===== src/hw/rtl/assert_macros.svh =====
// Assertion macros used by the RTL top level.
// Needs no package; the user names clock and reset at each use.
`ifndef ASSERT_MACROS_SVH
`define ASSERT_MACROS_SVH

// Plain property checked on every rising edge outside reset.
`define CHK_HOLDS(label, clk_s, rst_s, prop, msg) \
  label: assert property (@(posedge clk_s) disable iff (rst_s) (prop)) else $error(msg);

// Overlapping implication checked on every rising edge outside reset.
`define CHK_IMPLY(label, clk_s, rst_s, ante, cons, msg) \
  label: assert property (@(posedge clk_s) disable iff (rst_s) (ante) |-> (cons)) \
    else $error(msg);

`endif


===== src/hw/rtl/srgbp_pkg.sv =====
// Package for the sRGB linear-light alpha premultiply block.
// Holds pixel types, sizes and the elaboration-time table builders.
`timescale 1ns / 1ps
`default_nettype none

package srgbp_pkg;

  localparam int LINEAR_FRAC_BITS_DEF = 16;
  localparam int NUM_COLORS = 3;
  localparam int CODE_W = 8;
  localparam int CODE_LEVELS = 256;
  localparam int CODE_MAX = 255;
  localparam int COLOR_LATENCY = 4 + CODE_W;
  localparam int BIG_W = 384;
  localparam int SEARCH_ITERS = 32;
  localparam logic [CODE_W-1:0] OPAQUE = 8'hFF;

  typedef logic [BIG_W-1:0] big_t;
  typedef logic [63:0] wide_t;
  typedef logic [NUM_COLORS-1:0][CODE_W-1:0] codes_t;

  typedef struct packed {
    logic [CODE_W-1:0] red_in;
    logic [CODE_W-1:0] green_in;
    logic [CODE_W-1:0] blue_in;
    logic [CODE_W-1:0] alpha_in;
  } pix_in_t;

  typedef struct packed {
    logic [CODE_W-1:0] red_out;
    logic [CODE_W-1:0] green_out;
    logic [CODE_W-1:0] blue_out;
    logic [CODE_W-1:0] alpha_out;
  } pix_out_t;

  function automatic wide_t lin_max_of(int fb);
    return (wide_t'(1) << fb) - wide_t'(1);
  endfunction

  // a^ea * b^eb, exact
  function automatic big_t big_pow2(wide_t a, int ea, wide_t b, int eb);
    big_t r;
    r = big_t'(1);
    for (int i = 0; i < ea; i++) r = r * big_t'(a);
    for (int i = 0; i < eb; i++) r = r * big_t'(b);
    return r;
  endfunction

  // true when lv - 0.5 <= S * ((c + 14.025) / 269.025)^2.4
  function automatic logic dec_ok(int fb, wide_t c, wide_t lv);
    wide_t lm;
    big_t lhs;
    big_t rhs;
    lm = lin_max_of(fb);
    if (lv == wide_t'(0)) return 1'b1;
    lhs = big_pow2(wide_t'(2) * lv - wide_t'(1), 5, wide_t'(269025), 12);
    rhs = big_pow2(wide_t'(2) * lm, 5, wide_t'(1000) * c + wide_t'(14025), 12);
    return lhs <= rhs;
  endfunction

  // true when 255 * enc(p / S) >= k - 0.5
  function automatic logic enc_ok(int fb, wide_t p, wide_t k);
    wide_t lm;
    big_t lhs;
    big_t rhs;
    lm = lin_max_of(fb);
    if (p * wide_t'(10000000) <= wide_t'(31308) * lm)
      return wide_t'(65892) * p >=
             wide_t'(10) * (wide_t'(2) * k - wide_t'(1)) * lm;
    lhs = big_pow2(p, 5, wide_t'(53805), 12);
    rhs = big_pow2(wide_t'(200) * k + wide_t'(2705), 12, lm, 5);
    return lhs >= rhs;
  endfunction

  // linear value of an sRGB code; the linear segment takes the floor of
  // (200 * S * c + 329460) / 658920 by the same search
  function automatic wide_t dec_entry(int fb, wide_t c);
    wide_t lm;
    wide_t lo;
    wide_t hi;
    wide_t mid;
    wide_t num;
    logic  ok;
    lm = lin_max_of(fb);
    num = wide_t'(200) * lm * c + wide_t'(329460);
    lo = '0;
    hi = lm;
    for (int it = 0; it < SEARCH_ITERS; it++) begin
      if (lo < hi) begin
        mid = lo + ((hi - lo + wide_t'(1)) >> 1);
        if (c <= wide_t'(10)) ok = (mid * wide_t'(658920) <= num);
        else ok = dec_ok(fb, c, mid);
        if (ok) lo = mid;
        else hi = mid - wide_t'(1);
      end
    end
    return lo;
  endfunction

  // least linear value that encodes to code k or above
  function automatic wide_t enc_entry(int fb, wide_t k);
    wide_t lo;
    wide_t hi;
    wide_t mid;
    if (k == wide_t'(0)) return '0;
    lo = '0;
    hi = lin_max_of(fb);
    for (int it = 0; it < SEARCH_ITERS; it++) begin
      if (lo < hi) begin
        mid = lo + ((hi - lo) >> 1);
        if (enc_ok(fb, mid, k)) hi = mid;
        else lo = mid + wide_t'(1);
      end
    end
    return lo;
  endfunction

endpackage

`default_nettype wire


===== src/hw/rtl/srgbp_color.sv =====
// Color datapath: sRGB decode, alpha multiply, divide by 255, sRGB encode.
// Three lanes, COLOR_LATENCY register stages, no stall; uses srgbp_pkg.
`timescale 1ns / 1ps
`default_nettype none

module srgbp_color #(
  parameter int LINEAR_FRAC_BITS = srgbp_pkg::LINEAR_FRAC_BITS_DEF
) (
  input  wire logic                              clk,
  input  wire srgbp_pkg::codes_t                 code,
  input  wire logic [srgbp_pkg::CODE_W-1:0]      alpha,
  output srgbp_pkg::codes_t                      level
);

  localparam int LinW = LINEAR_FRAC_BITS;
  localparam int CodeW = srgbp_pkg::CODE_W;
  localparam int NumColors = srgbp_pkg::NUM_COLORS;
  localparam int CodeLevels = srgbp_pkg::CODE_LEVELS;
  localparam int ProdW = LinW + CodeW;
  localparam int RecipW = 8 * ((ProdW + 7) / 8);
  localparam int MulW = ProdW + RecipW;
  localparam int EncSteps = CodeW;
  localparam int ChanMax = srgbp_pkg::CODE_MAX;
  localparam int RoundBias = (ChanMax - 1) / 2;
  localparam logic [RecipW-1:0] Recip = {(RecipW / 8){8'h01}};

  logic [LinW-1:0] dec_rom [CodeLevels];
  logic [LinW-1:0] thr_rom [CodeLevels];

  for (genvar gc = 0; gc < CodeLevels; gc++) begin : g_rom
    localparam logic [LinW-1:0] DecVal =
      LinW'(srgbp_pkg::dec_entry(LINEAR_FRAC_BITS, srgbp_pkg::wide_t'(gc)));
    localparam logic [LinW-1:0] ThrVal =
      LinW'(srgbp_pkg::enc_entry(LINEAR_FRAC_BITS, srgbp_pkg::wide_t'(gc)));
    assign dec_rom[gc] = DecVal;
    assign thr_rom[gc] = ThrVal;
  end

  logic [LinW-1:0]   s1_lin [NumColors];
  logic [CodeW-1:0]  s1_alpha;
  logic [ProdW-1:0]  s2_y [NumColors];
  logic [MulW-1:0]   s3_m [NumColors];
  logic [ProdW-1:0]  s3_y [NumColors];
  logic [LinW-1:0]   s4_p [NumColors];
  logic [ProdW-1:0]  quot [NumColors];
  logic [ProdW-1:0]  rem [NumColors];
  logic [LinW-1:0]   s4_p_next [NumColors];
  logic [LinW-1:0]   sr_p [EncSteps-1][NumColors];
  logic [CodeW-1:0]  sr_n [EncSteps][NumColors];

  // decode
  always_ff @(posedge clk) begin
    for (int i = 0; i < NumColors; i++) begin
      s1_lin[i] <= dec_rom[code[i]];
    end
    s1_alpha <= alpha;
  end

  // multiply, add rounding bias
  always_ff @(posedge clk) begin
    for (int i = 0; i < NumColors; i++) begin
      s2_y[i] <= ProdW'(s1_lin[i]) * ProdW'(s1_alpha) + ProdW'(RoundBias);
    end
  end

  // reciprocal multiply
  always_ff @(posedge clk) begin
    for (int i = 0; i < NumColors; i++) begin
      s3_m[i] <= MulW'(s2_y[i]) * MulW'(Recip);
      s3_y[i] <= s2_y[i];
    end
  end

  // correct quotient by one
  always_comb begin
    for (int i = 0; i < NumColors; i++) begin
      quot[i] = s3_m[i][MulW-1:RecipW];
      rem[i] = s3_y[i] - ProdW'(quot[i] * ProdW'(ChanMax));
      s4_p_next[i] = quot[i][LinW-1:0] + LinW'(rem[i] >= ProdW'(ChanMax));
    end
  end

  always_ff @(posedge clk) begin
    for (int i = 0; i < NumColors; i++) begin
      s4_p[i] <= s4_p_next[i];
    end
  end

  // encode: one threshold compare per stage, MSB first
  for (genvar gs = 0; gs < EncSteps; gs++) begin : g_step
    localparam int BitPos = EncSteps - 1 - gs;
    logic [LinW-1:0]  p_in [NumColors];
    logic [CodeW-1:0] n_in [NumColors];
    logic [CodeW-1:0] cand [NumColors];

    for (genvar gl = 0; gl < NumColors; gl++) begin : g_lane
      if (gs == 0) begin : g_first
        assign p_in[gl] = s4_p[gl];
        assign n_in[gl] = '0;
      end else begin : g_next
        assign p_in[gl] = sr_p[gs-1][gl];
        assign n_in[gl] = sr_n[gs-1][gl];
      end
      assign cand[gl] = n_in[gl] | ({{(CodeW-1){1'b0}}, 1'b1} << BitPos);
    end

    always_ff @(posedge clk) begin
      for (int i = 0; i < NumColors; i++) begin
        sr_n[gs][i] <= (p_in[i] >= thr_rom[cand[i]]) ? cand[i] : n_in[i];
      end
    end

    if (gs < EncSteps - 1) begin : g_fwd
      always_ff @(posedge clk) begin
        for (int i = 0; i < NumColors; i++) begin
          sr_p[gs][i] <= p_in[i];
        end
      end
    end
  end

  always_comb begin
    for (int i = 0; i < NumColors; i++) begin
      level[i] = sr_n[EncSteps-1][i];
    end
  end

endmodule

`default_nettype wire


===== src/hw/rtl/srgb_linear_alpha_premultiply.sv =====
// Top level: sRGB RGBA premultiply by alpha in linear light.
// Uses srgbp_pkg, srgbp_color and assert_macros.svh.
//
//   port    dir  payload     handshake
//   pixel   in   pix_in_t    taken when start is high and busy is low
//   result  out  pix_out_t   valid for one cycle while done is high
//
// One item per clock; busy stays low. A result passes through one decode
// table stage, one multiply, two stages for the divide by 255, eight threshold
// search stages, and the output register. rst clears the valid pipeline and
// done; items in flight are dropped. The receiver cannot stall, so the
// pipeline always advances.
`timescale 1ns / 1ps
`default_nettype none

module srgb_linear_alpha_premultiply #(
  parameter int LINEAR_FRAC_BITS = srgbp_pkg::LINEAR_FRAC_BITS_DEF
) (
  input  wire logic                clk,
  input  wire logic                rst,
  input  wire logic                start,
  output logic                     busy,
  input  wire srgbp_pkg::pix_in_t  pixel,
  output logic                     done,
  output srgbp_pkg::pix_out_t      result
);

`include "assert_macros.svh"

  localparam int Lat = srgbp_pkg::COLOR_LATENCY;
  localparam int OutLat = Lat + 1;

  logic                   accept;
  logic [Lat-1:0]         valid_pipe;
  srgbp_pkg::pix_in_t     pix_dly [Lat];
  srgbp_pkg::codes_t      codes;
  srgbp_pkg::codes_t      levels;
  srgbp_pkg::pix_in_t     tail;
  srgbp_pkg::pix_out_t    result_next;
  logic                   opaque;

  assign busy = 1'b0;
  assign accept = start & ~busy;

  assign codes[0] = pixel.red_in;
  assign codes[1] = pixel.green_in;
  assign codes[2] = pixel.blue_in;

  srgbp_color #(
    .LINEAR_FRAC_BITS(LINEAR_FRAC_BITS)
  ) u_color (
    .clk  (clk),
    .code (codes),
    .alpha(pixel.alpha_in),
    .level(levels)
  );

  always_ff @(posedge clk) begin
    if (rst) begin
      valid_pipe <= '0;
      done <= 1'b0;
    end else begin
      valid_pipe <= {valid_pipe[Lat-2:0], accept};
      done <= valid_pipe[Lat-1];
    end
  end

  always_ff @(posedge clk) begin
    pix_dly[0] <= pixel;
    for (int s = 1; s < Lat; s++) begin
      pix_dly[s] <= pix_dly[s-1];
    end
    result <= result_next;
  end

  always_comb begin
    tail = pix_dly[Lat-1];
    opaque = (tail.alpha_in == srgbp_pkg::OPAQUE);
    result_next.red_out = opaque ? tail.red_in : levels[0];
    result_next.green_out = opaque ? tail.green_in : levels[1];
    result_next.blue_out = opaque ? tail.blue_in : levels[2];
    result_next.alpha_out = tail.alpha_in;
  end

  `CHK_IMPLY(a_done_has_item, clk, rst, done, $past(accept, OutLat), "result without an item")
  `CHK_IMPLY(a_alpha_kept, clk, rst, done, result.alpha_out == $past(pixel.alpha_in, OutLat), "alpha changed")
  `CHK_IMPLY(a_opaque_kept, clk, rst, done && result.alpha_out == srgbp_pkg::OPAQUE, result.red_out == $past(pixel.red_in, OutLat) && result.green_out == $past(pixel.green_in, OutLat) && result.blue_out == $past(pixel.blue_in, OutLat), "opaque item altered")
  `CHK_IMPLY(a_clear_black, clk, rst, done && result.alpha_out == '0, result.red_out == '0 && result.green_out == '0 && result.blue_out == '0, "clear item not black")
  `CHK_HOLDS(a_never_busy, clk, rst, !busy, "busy raised")

endmodule

`default_nettype wire

===== config.mk =====
export PLATFORM = sky130hd
export DESIGN_NAME = srgb_linear_alpha_premultiply
export DESIGN_NICKNAME = d
export VERILOG_FILES = /design/src/hw/rtl/srgbp_pkg.sv /design/src/hw/rtl/srgbp_color.sv /design/src/hw/rtl/srgb_linear_alpha_premultiply.sv
export VERILOG_INCLUDE_DIRS = /design/src /design/src/hw/rtl
export SDC_FILE = /design/constraint.sdc
export NUM_CORES = 2
export LEC_CHECK = 0
export ABC_AREA = 1
export BUFFER_PORTS_ARGS = -buffer_cell sky130_fd_sc_hd__buf_2
export CAP_MARGIN = 20
export CORE_UTILIZATION = 50
export CTS_CLUSTER_DIAMETER = 50
export CTS_CLUSTER_SIZE = 16
export DETAILED_ROUTE_END_ITERATION = 12
export HOLD_SLACK_MARGIN = 0.15
export PLACE_DENSITY = 0.76
export SYNTH_ARGS = -nofsm -noshare
export SYNTH_HDL_FRONTEND = slang
export SYNTH_SLANG_ARGS = --single-unit

===== constraint.sdc =====
create_clock -name clk -period 6.4 [get_ports clk]
set_clock_uncertainty 0.1 [all_clocks]
set_input_delay 1.28 -clock clk [delete_from_list [all_inputs] [get_ports clk]]
set_output_delay 1.28 -clock clk [all_outputs]
set_load 0.01 [all_outputs]

Word level (Yosys, flattened, before mapping)
Memories as Yosys holds them, arrays and structs flattened.
Index checks and enable logic that the tools add are counted.
Word-level totals
  bits of input ports: 35
  register bits: 53
  word-level logic and storage cells: 208
  memory bits (writable): 1275
  bits in read-only memories: 98304
  memories: 32
Cells by class
  equality and inequality tests: 1
  $mul: 9
  multiplexer cells: 75
  bitwise logic cells: 24
  add/sub/neg operators: 9
  magnitude comparators: 51
Memory list
  (name not given): words 256, width 16, rd ports 1, clocked after memory_dff 0, write ports 0, RTL line srgbp_color.sv:54  | s1_lin[i] <= dec_rom[code[i]];
  (name not given): words 256, width 16, rd ports 1, clocked after memory_dff 0, write ports 0, RTL line srgbp_color.sv:109  | sr_n[gs][i] <= (p_in[i] >= thr_rom[cand[i]]) ? cand[i] : n_in[i];
  (name not given): words 256, width 16, rd ports 1, clocked after memory_dff 0, write ports 0, RTL line srgbp_color.sv:109
  (name not given): words 256, width 16, rd ports 1, clocked after memory_dff 0, write ports 0, RTL line srgbp_color.sv:109
  (name not given): words 256, width 16, rd ports 1, clocked after memory_dff 0, write ports 0, RTL line srgbp_color.sv:109
  (name not given): words 256, width 16, rd ports 1, clocked after memory_dff 0, write ports 0, RTL line srgbp_color.sv:54
  26 more memories
Operators with widths (number)
  2-to-1 mux 16 bit: 48
  >= comparator 16 bit: 21
  >= comparator 9 bit, second input constant: 24
  NOT 8 -> 9 bit: 24
  multiplier 24 x 17 -> 41 bit, second input constant: 3
  adder 24 x 7 -> 24 bit, second input constant: 3
  >= comparator 24 x 8 -> 1 bit, second input constant: 3
  multiplier 16 x 8 -> 24 bit: 3
  multiplier 24 x 8 -> 24 bit, second input constant: 3
  subtractor 24 bit: 3
  adder 16 x 1 -> 16 bit: 3
  >= comparator 16 x 14 -> 1 bit, second input constant: 3
  2-to-1 mux 8 bit: 6
  2-to-1 mux 7 bit: 3
  2-to-1 mux 6 bit: 3
  2-to-1 mux 5 bit: 3
  2-to-1 mux 4 bit: 3
  2-to-1 mux 3 bit: 3
  == test 8 bit, second input constant: 1
  2-to-1 mux 2 bit: 3
  2-to-1 mux 1 bit: 3

Logic depth before layout (Yosys ltp)
An unclocked memory read counts as a cell.
  depth after elaboration: 7
  mapped depth: 33
  gate-level depth less buffers: 33

Hierarchy
A second synthesis with hierarchy kept.
Second synthesis, totals
  cell total of the unflattened synthesis: 11878
  area, all modules: 89679.8 µm²
Modules (own cells, without submodules)
  srgbp_color: cells an instance 11335, sequential area each 14874.3 µm², area each 80577.3 µm², instances 1
  srgb_linear_alpha_premultiply: cells an instance 543, sequential area each 8588.2 µm², area each 9102.5 µm², instances 1

Worst setup path before layout
No wires, ideal clock.
  path type: flip-flop to flip-flop
  from: mem u_color.s3_m[0][112] (netlist bit)
  to: mem u_color.s4_p[0][46] (netlist bit)
  period minus slack after synthesis: 5205 ps
  data required time: 6228 ps
  stages on the path, launching flop included: 32
  slack: 1195 ps
  data arrival time: 5033 ps
  cell sequence: dfxtp_1 -> inv_1 -> fa_1 -> inv_1 -> fa_1 -> inv_1 -> fa_1 -> inv_1 -> fa_1 -> inv_1 -> ha_1 -> nand2_1 -> inv_1 -> a21oi_1 -> nor2_1 -> nor2_1 -> nand2_1 -> a21oi_1 -> inv_1 -> nand2_1 -> nand2_1 -> inv_1 -> nor2_1 -> nand3_1 -> ha_1 -> nand3_1 -> inv_1 -> nand2_1 -> inv_1 -> nand4_1 -> nor2_1 -> xor2_1
RTL lines
  from (decl): RTL line srgbp_color.sv:42  | logic [MulW-1:0] s3_m [NumColors];
  to (decl): RTL line srgbp_color.sv:44  | logic [LinW-1:0] s4_p [NumColors];

==> reports/qor_table.md <==
| Group | Parameter | Reported |
|---|---|---|
| routing | Remaining design rule violation count | 0 |
| cts | Number of H-tree branching levels | 3 |
| floorplanning | Area of the die | 0.180 sq mm |
| run | Count of max-cap constraint violations | 0 |
| yosys | Distinct cell type count of the synthesized netlist | 63 |
| yosys | Gate Count Post-Synth | 11800 |
| sta | Worst slew margin relative to its limit | 29.6% |
| routing | Via count | 81600 |
| yosys | Cell taking the most area after synthesis | dfxtp_1 |
| floorplanning | Top-level port count | 69 |
| final layout | Net total in the final layout | 13400 |
| floorplanning | Initial core utilization | 50.5% |
| yosys | Post-Syn Nets | 13500 |
| cts | Clock-pin slew reported for the worst setup and hold paths after clock tree synthesis | 0.07 ns |
| cts | Cts bufs inserted | 114 |
| cts | Quantity of gates resized following cts | 0 |
| yosys | Sequential share of the synthesized area | 26.1% |
| sta | Timing-limited maximum frequency | 167 MHz |
| yosys | Synth Flop Type | dfxtp_1 |
| yosys | EDFF count, synth | 0 |
| worst setup path | Critical Path Start Type | flip-flop |
| cts | Clock tree from TritonCTS | built |
| yosys | Area share of the largest cell type after synthesis | 26.1% |
| routing | Routed length per placed instance | 21.2 um |
| placed design | Placed insts | 13900 |
| yosys | Fraction of synthesis flops using an asynchronous set or reset pin | 0% |
| worst setup path | Data arrival time of the critical path | 6.52 ns |
| routing | Uppermost layer routed | met5 |
| sta | Setup WS post-layout | 0.401 ns |
| routing | Antenna Nets Post-Route | 0 |
| yosys | Post-synthesis instance area | 0.0894 sq mm |
| global routing | Via count of the first global-routing pass | 81400 |
| sta | Post-layout minimum cycle time | 6.00 ns |
| routing | Post-Route M1 WL | 120000 um |
| placed design | Detailed-placement wirelength estimate | 233000 um |
| worst setup path | Critical path launch point | u_color.s3_m[0][33]$_DFF_P_ |
| sta | Worst Tran Pin Value | 1.06 ns |
| floorplanning | Floorplan row count | 154 |
| sta | Final slew viol count | 0 |
| sta | Number of endpoints failing setup at the final stage | 0 |
| cts | Number of buffers inserted for hold repair after clock tree synthesis | 0 |
| sta | Ratio of final minimum period to clock period | 93.7% |
| cts | Total number of clock tree sinks | 1164 |
| yosys | Average footprint of a synthesized cell | 7.59 sq um |
| status | Run status | completed |
| routing | Routed WL | 300000 um |
| routing | DR WL met3 | 23400 um |
| sta | Unrepaired setup endpoints after global routing | false |
| cts | Postcts setup bufs | 0 |
| global routing | Overall track demand over capacity in global routing | 32.7% |
| worst setup path | Origin of the critical flop-to-flop path | u_color.s3_m[0][33]$_DFF_P_ |
| worst hold path | Beginning of the worst hold path | pix_dly[0][80]$_DFF_P_ |
| worst hold path | Class of the most critical hold timing path | flip-flop to flip-flop |
| cts | Clock latency of the later-clocked register in the worst-skew pair | 0.78 ns |
| global routing | Number of antenna violations at the first check in global routing | 9 |
| yosys | Yosys synthesis warning count | 0 |
| floorplanning | Die Ht | 425 um |
| routing | Met2 routed wirelength | 138000 um |
| placed design | Buffers on Ports | 67 |
| floorplanning | Die width | 425 um |
| routing | Via density per instance | 5.77 |
| routing | Detailed Routing Iterations Pass 1 | 10 |
| global routing | Remaining Overflow, GRT | 0 |
| cts | Root buffer selected by CTS | clkbuf_16 |
| floorplanning | Core area | 0.177 sq mm |
| final layout | Number of fill cells | 16600 |
| worst setup path | Critical path endpoint category | flip-flop |
| placed design | GPL Wtd Cong | 1.02 |
| sta | Hold Fails Final Rpt | 0 |
| final layout | Number of standard cells in the layout, taps in and fillers out | 14100 |
| final layout | Share of cells above drive strength 1 | 4.08% |
| global routing | Maximum number of pins on one net before global-route repair | 56 |
| yosys | FF+latch count, synth | 1164 |
| worst setup path | Worst-path fanout max | 7 |
| yosys | Most area-consuming cells after synthesis | dfxtp_1 26%, ha_1 15%, fa_1 13%, nand2_1 10%, inv_1 8.8% |
| worst setup path | Crit Path Category | flip-flop to flip-flop |
| cts | Number of buffers on the longest clock path | 3 |
| routing | Detailed Route Iter0 Violations | 9045 |
| sta | Total Neg Setup Slack | 0 ns |
| worst setup path | Required time of the critical path | 6.92 ns |
| global routing | First-pass GRT wire length | 465000 um |
| final layout | Area added between synthesis and finish | 7.38% |
| placed design | Worst slack at placement | 0.404 ns |
==> path summary, 6_finish.rpt <==
kind	to	slack, ns	cells past startpoint
hold / removal	pix_dly[0][112]$_DFF_P_	0.20	0
hold reg to reg	pix_dly[0][112]$_DFF_P_	0.20	0
setup / recovery	u_color.s4_p[0][12]$_DFF_P_	0.40	27
setup reg to reg	u_color.s4_p[0][12]$_DFF_P_	0.40	27
==> area by class of cell <==
type / count / area (sq um) / share of cell area (%)
inverters: 2129 / 7990 / 8.33
diodes: 6 / 15.0 / 0.0156
flip-flops and latches: 1164 / 23300 / 24.3
multi-input cells: 8111 / 56400 / 58.7
clock buffers: 124 / 2940 / 3.06
repair buffers: 192 / 1300 / 1.35
clock inverters: 68 / 1100 / 1.15
well taps: 2340 / 2930 / 3.05
==> per-stage QoR <==
stage                     cell area, sq um  hold slack, ns  util, %
final                                96000           0.198     54.3
after global routing                 96000           0.200     54.3
after CTS                            96000           0.205     54.2
after detailed placement             91900           0.212     52.0
after global placement               91900           0.210     52.0
after floorplan                      89400           0.210        -
==> cells by family (layout without fill, tap and decap cells) <==
group,count (synthesis),count (layout),share of synthesized area (%)
buffers and inverters,2504,2513,10.8
muxes,24,24,0.302
other,1,7,0.00420
and+or+nand+nor,4020,4020,18.2
xor gates and xnor gates,163,163,1.60
adders and majority gates,1673,1673,28.2
DFF,1164,1164,26.1
AOI/OAI and AO/OA,2230,2230,14.7
==> cells in the final DEF, fill, tap and decap left out, types with 72 or more instances in the layout <==
master     instances
dfxtp_1         1151
clkbuf_16        114
nor3_1           131
o21ai_0          769
a31oi_1           88
nand2_1         2408
fa_1             573
nor2_1           864
buf_4            123
inv_1           2093
o211ai_1         108
a21oi_1          715
ha_1            1100
nand4_1           72
nand3_1          442
xor2_1           119
==> Yosys cell counts, drive strengths merged, types with 63 or more instances <==
library cell	number
fa	573
o221ai	63
nand2	2418
dfxtp	1164
nand3	442
clkbuf	228
xor2	119
a21oi	715
nor2	879
ha	1100
inv	2113
buf	147
o21ai	788
nor3	131
o22ai	64
a31oi	88
nand4	72
o211ai	108
==> per-layer routing <==
layer | track usage (%) | vias up
li1 | - | 38000
met1 | 41.0 | 38300
met3 | 4.46 | 1106
met2 | 54.4 | 4233
met5 | 0 | -
met4 | 18.1 | 4
==> flip-flops by register name, indices dropped and copies added (netlist names) <==
signal,cells
u_color.s3_m,75
u_color.s4_p,48
u_color.s1_lin,48
result,32
u_color.sr_p,336
pix_dly,384
u_color.s2_y,72
done,1
u_color.s3_y,48
valid_pipe,12
u_color.sr_n,108
==> worst max-delay path, cell delays in order (launching register included) <==
cell and delay, ns:
dfxtp_1 0.52, inv_1 0.17, fa_1 0.57, inv_1 0.06
fa_1 0.50, inv_1 0.05, fa_1 0.53, inv_1 0.05
fa_1 0.47, inv_1 0.04, ha_1 0.35, nand2_1 0.13
o21ai_0 0.30, a21oi_1 0.14, nand2_1 0.12, nand2_1 0.07
nand2_1 0.07, nand2_1 0.04, nand3_1 0.09, nor2_1 0.05
nand3_1 0.19, ha_1 0.27, nand2_1 0.11, nor2_1 0.22
nand2_1 0.13, nor2_1 0.23, nand2_1 0.12, xor2_1 0.16
Power is left out: the tool's default activity adds up to more than one toggle a clock period on the data nets, which glitch-free logic cannot reach.
